**src/rtl/core/tga_rle_pixel_packet_encoder_top_defines.svh**
```systemverilog
// Assertion macros shared by the encoder RTL.
`ifndef TGA_RLE_PIXEL_PACKET_ENCODER_TOP_DEFINES_SVH
`define TGA_RLE_PIXEL_PACKET_ENCODER_TOP_DEFINES_SVH
`ifndef SYNTH
`define TGA_RLE_ASSERT(lbl, clk, rstn, prop, msg) \
  lbl: assert property (@(posedge clk) disable iff (!rstn) (prop)) \
    else $error(msg);
`define TGA_RLE_ASSERT_NEVER(lbl, clk, rstn, cond, msg) \
  lbl: assert property (@(posedge clk) disable iff (!rstn) !(cond)) \
    else $error(msg);
`else
`define TGA_RLE_ASSERT(lbl, clk, rstn, prop, msg)
`define TGA_RLE_ASSERT_NEVER(lbl, clk, rstn, cond, msg)
`endif
`endif

```
**src/rtl/core/tga_rle_pkg.sv**
```systemverilog
package tga_rle_pkg;

  localparam int MaxPacket  = 128;
  localparam int WordsOut   = 4;
  localparam int QueueDepth = 4;

  localparam logic [7:0] RepeatFlag = 8'h80;
  localparam logic [7:0] LenMask    = 8'h7F;

  localparam logic [1:0] FMT_ONE_BYTE   = 2'd0;
  localparam logic [1:0] FMT_THREE_BYTE = 2'd1;
  localparam logic [1:0] FMT_FOUR_BYTE  = 2'd2;

  localparam logic PLAIN_MODE  = 1'b0;
  localparam logic PACKET_MODE = 1'b1;

  localparam logic REG_PIXEL_FORMAT = 1'b0;
  localparam logic REG_RLE_ENABLE   = 1'b1;

  typedef enum logic [1:0] {
    RUN_EMPTY,
    RUN_ONE,
    RUN_REPEAT,
    RUN_RAW
  } run_mode_t;

  typedef enum logic [1:0] {
    BK_IDLE,
    BK_FILL,
    BK_OUT
  } back_state_t;

  typedef enum logic {
    CMD_PIXEL,
    CMD_STORE
  } cmd_kind_t;

  typedef struct packed {
    cmd_kind_t   kind;
    logic        bank;
    logic [7:0]  len;
    logic        has_hdr;
    logic [7:0]  hdr;
    logic        pkt_end;
    logic        img_end;
    logic [31:0] pixel;
  } cmd_t;

  typedef struct packed {
    logic valid;
    logic bank;
  } bank_rel_t;

  function automatic logic [31:0] fmt_mask(logic [1:0] fmt);
    logic [31:0] m;
    unique case (fmt)
      FMT_ONE_BYTE:   m = 32'h0000_00FF;
      FMT_THREE_BYTE: m = 32'h00FF_FFFF;
      default:        m = 32'hFFFF_FFFF;
    endcase
    return m;
  endfunction

  function automatic cmd_t plain_cmd(logic [31:0] pixel);
    cmd_t c;
    c = '0;
    c.kind  = CMD_PIXEL;
    c.pixel = pixel;
    return c;
  endfunction

  function automatic cmd_t flush_cmd(run_mode_t mode, logic [7:0] len, logic [31:0] prior,
                                     logic [31:0] head, logic bank);
    cmd_t c;
    c = '0;
    c.has_hdr = 1'b1;
    c.pkt_end = 1'b1;
    c.len     = len;
    c.bank    = bank;
    unique case (mode)
      RUN_REPEAT: begin
        c.kind  = CMD_PIXEL;
        c.hdr   = RepeatFlag | ((len - 8'd1) & LenMask);
        c.pixel = prior;
      end
      RUN_ONE: begin
        c.kind  = CMD_PIXEL;
        c.hdr   = 8'd0;
        c.pixel = head;
      end
      RUN_RAW: begin
        c.kind  = CMD_STORE;
        c.hdr   = (len - 8'd1) & LenMask;
        c.pixel = head;
      end
      default: c = '0;
    endcase
    return c;
  endfunction

endpackage

```
**src/rtl/core/tga_rle_cmd_fifo.sv**
```systemverilog
`include "tga_rle_pixel_packet_encoder_top_defines.svh"

module tga_rle_cmd_fifo (
  input  logic              clk,
  input  logic              rst_n,
  input  logic [1:0]        push_n,
  input  tga_rle_pkg::cmd_t push_a,
  input  tga_rle_pkg::cmd_t push_b,
  output logic              space2,
  input  logic              pop,
  output logic              q_valid,
  output tga_rle_pkg::cmd_t q_data
);
  import tga_rle_pkg::*;

  localparam int PW  = $clog2(QueueDepth);
  localparam int CNW = $clog2(QueueDepth + 1);

  cmd_t           slot_r [QueueDepth];
  logic [PW-1:0]  wr_ptr_r, wr_ptr_nxt, rd_ptr_r, rd_ptr_nxt, wr_ptr_b;
  logic [CNW-1:0] cnt_r, cnt_nxt;

  assign wr_ptr_b   = wr_ptr_r + PW'(1);
  assign wr_ptr_nxt = wr_ptr_r + PW'(push_n);
  assign rd_ptr_nxt = rd_ptr_r + PW'(pop);
  assign cnt_nxt    = cnt_r + CNW'(push_n) - CNW'(pop);
  assign space2     = cnt_r <= CNW'(QueueDepth - 2);
  assign q_valid    = cnt_r != '0;
  assign q_data     = slot_r[rd_ptr_r];

  always_ff @(posedge clk) begin
    if (!rst_n) begin
      wr_ptr_r <= '0;
      rd_ptr_r <= '0;
      cnt_r    <= '0;
    end else begin
      wr_ptr_r <= wr_ptr_nxt;
      rd_ptr_r <= rd_ptr_nxt;
      cnt_r    <= cnt_nxt;
    end
  end

  always_ff @(posedge clk) begin
    if (push_n != 2'd0) begin
      slot_r[wr_ptr_r] <= push_a;
    end
    if (push_n == 2'd2) begin
      slot_r[wr_ptr_b] <= push_b;
    end
  end

  `TGA_RLE_ASSERT_NEVER(a_fifo_overflow, clk, rst_n, int'(cnt_r) + int'(push_n) > QueueDepth, "command queue overflow")
  `TGA_RLE_ASSERT_NEVER(a_fifo_underflow, clk, rst_n, pop && (cnt_r == '0), "pop from empty command queue")

endmodule

```
**config.mk**
```make
export PLATFORM = sky130hd
export DESIGN_NAME = tga_rle_cmd_fifo
export DESIGN_NICKNAME = d
export VERILOG_FILES = /design/src/rtl/core/tga_rle_pkg.sv /design/src/rtl/core/tga_rle_cmd_fifo.sv
export VERILOG_INCLUDE_DIRS = /design/src /design/src/rtl/core
export SDC_FILE = /design/constraint.sdc
export NUM_CORES = 1
export LEC_CHECK = 0
export BUFFER_PORTS_ARGS = -buffer_cell sky130_fd_sc_hd__buf_2
export CAP_MARGIN = 15
export CORE_MARGIN = 5
export CORE_UTILIZATION = 62
export CTS_BUF_LIST = sky130_fd_sc_hd__clkbuf_4 sky130_fd_sc_hd__clkbuf_8 sky130_fd_sc_hd__clkbuf_16
export DETAILED_ROUTE_END_ITERATION = 10
export PLACE_DENSITY = 0.95
export REMOVE_ABC_BUFFERS = 1
export SYNTH_ARGS = -nofsm -noshare
export SYNTH_HDL_FRONTEND = slang
export SYNTH_SLANG_ARGS = --single-unit
export TNS_END_PERCENT = 20
```
**constraint.sdc**
```tcl
create_clock -name clk -period 17.35 [get_ports clk]
set_input_delay 4.3375 -clock clk [delete_from_list [all_inputs] [get_ports clk]]
set_output_delay 4.3375 -clock clk [all_outputs]
set_load 0.01 [all_outputs]
```
==> results.tsv <==
metric	value	unit
slew_headroom	0.348	
rsz0062_at_grt	no	
synth_cell_type_count	27	
status	finished, final reports clean	
grt_start_max_net_pins	55	
max_cap_viol_count	0	
rows	48	
area_delta_synth_final	16.1	%
min_period	6.96	ns
hold_class	reg2reg	
grt_util_all_layers	0.232	
ys_warn_count	0	
hold_violations	0	
period_share	0.401	
cp.arrival	2.63	ns
tns	0	ns
clk_latency	0.49	ns
first_pass_iters	4	
worstPathRequired	13.01	ns
cp_top_family	buffers and inverters	
root_buffer	clkbuf_16	
grt_pass1_wl	36300	um
end_kind	primary output	
clock_sinks	219	
die_y	141	um
final_cell_mix	212 x edfxtp_1, 191 x mux2_2, 165 x buf_2	
clock_path_buffers	3	
multi_input_area	3980	um^2
route.detailed.drc	0	
worstRegToRegCells	4	
cts_resized	0	
io_pins	166	
path_depth	3	
cts_setup_buffers	0	
worstSetupPathType	reg2out	
h-tree-depth	1	
core_area	17100	um^2
dpl.hpwl	13900	um
cp_cell_sequence	buf_4, mux4_2, buf_2	
dp_slack	10.43	ns
postRouteAntennaNets	0	
fin_skew	0.0131	ns
critPathLaunchType	flip-flop	
cp.buffers_inverters	2	
mostFrequentLayoutCell	edfxtp_1	
leakage	4.44	nW
avgRoutedWirePerCell	24.0	um
synth_edf_count	212	
path_clk_slew	0.06	ns
grt_pass1_vias	6539	
worst_pin_slew	0.977	ns
drt-vias-per-instance	6.10	
drtIter0Drc	375	
holdBufCountCts	0	
drive_gt1_frac	0.664	
final-seq-area	6510	um^2
syn_avg_cell_area	19.3	um^2
ys_seq_area_frac	0.608	
synthCells	555	
worstPathMaxFanout	29	
setup_ws	10.39	ns
die_area	20000	um^2
detailroute.via_count	5859	
min_path_cells	2	
synth_ff_type	edfxtp_1	
die_w	141	um
maxSlewViolCount	0	
numCtsBuffers	22	
nFillCells	1025	
routed_wl	23100	um
finalPower	1.36	mW
finalSetupViolCount	0	
cts_tree	done	
crit_slowest_cell	dfxtp_4	
cpPeakStageDelay	0.70	ns
layout.nets	834	
grt_antenna_before_repair	1	
p_per_area	109	nW/um^2
peakVddDrop	0.0000859	V
syn_area	10700	um^2
start_util	0.625	
gp_congestion	0.737	
async_flop_share	0	
io_buffers	165	
max_freq	144	MHz
synth_seq_cells	219	
grt_overflow_total	0	
## final timing paths
path,slack (ns),endpoint,start
worst max-delay path,10.39,q_data[30],rd_ptr_r[0]
worst min-delay path,0.71,cnt_r[2],cnt_r[2]
worst max register to register,14.41,slot_r[2][39],wr_ptr_r[1]
worst min register to register,0.71,cnt_r[2],cnt_r[2]
## cell families after synthesis
kind of cell,synth area share
multiplexers,0.343
flip-flops,0.608
buffers and inverters,0.0232
AND/OR/NAND/NOR,0.0108
adder cells (fa/ha/maj),0.00772
AO/OA/AOI/OAI,0.00234
XOR/XNOR,0.00538
## worst reg2reg max path, cell delays in order (launching register included)
cell	delay, ns
dfxtp_1	0.45
and4bb_2	0.36
buf_4	0.63
o21bai_4	0.56
buf_4	0.56
## area by class of cell
cell class / count / area share
multi-input cells: 293 / 0.321
well taps: 225 / 0.0227
clock buffers: 35 / 0.0556
diodes: 2 / 0.000403
repair buffers: 175 / 0.0725
inverters: 6 / 0.00181
flip-flops and latches: 219 / 0.524
clock inverters: 5 / 0.00181
## state kept, by name, indices dropped and copies added, names as in the netlist
signal	flops
wr_ptr_r	2
rd_ptr_r	2
cnt_r	3
slot_r	212
## per-layer routing
| layer | vias up | global-route usage | wire length (um) |
|---|---|---|---|
| li1 | 2600 | - | - |
| met1 | 3022 | 0.302 | 9040 |
| met2 | 200 | 0.412 | 12200 |
| met3 | 35 | 0.0435 | 1490 |
| met4 | 2 | 0.0495 | 358 |
| met5 | - | 0 | 7 |
## through the flow
step	cells	hold WS (ns)	instance area, um^2	util
floorplan	518	0.657	10500	-
global placement	918	0.667	11700	0.684
detailed placement	918	0.692	11700	0.684
CTS	958	0.707	12400	0.725
global route	958	0.750	12400	0.725
finish	960	0.707	12400	0.726
## power breakdown
| part | switching, mW | total, mW | internal [mW] |
|---|---|---|---|
| Sequential | 0.0207 | 0.669 | 0.649 |
| Combinational | 0.115 | 0.228 | 0.113 |
| Clock | 0.186 | 0.459 | 0.273 |
| Total | 0.322 | 1.36 | 1.03 |
## synthesized netlist by cell type (all sizes together), types with 5 or more instances
cell    count  area share
mux4       53        0.11
ha          5      0.0058
clkbuf      6      0.0021
mux2      212        0.23
buf        31       0.019
and2        5      0.0029
edfxtp    212        0.59
dfxtp       7       0.013
inv         6      0.0021
No activity file was read; power rests on OpenSTA's default activity.
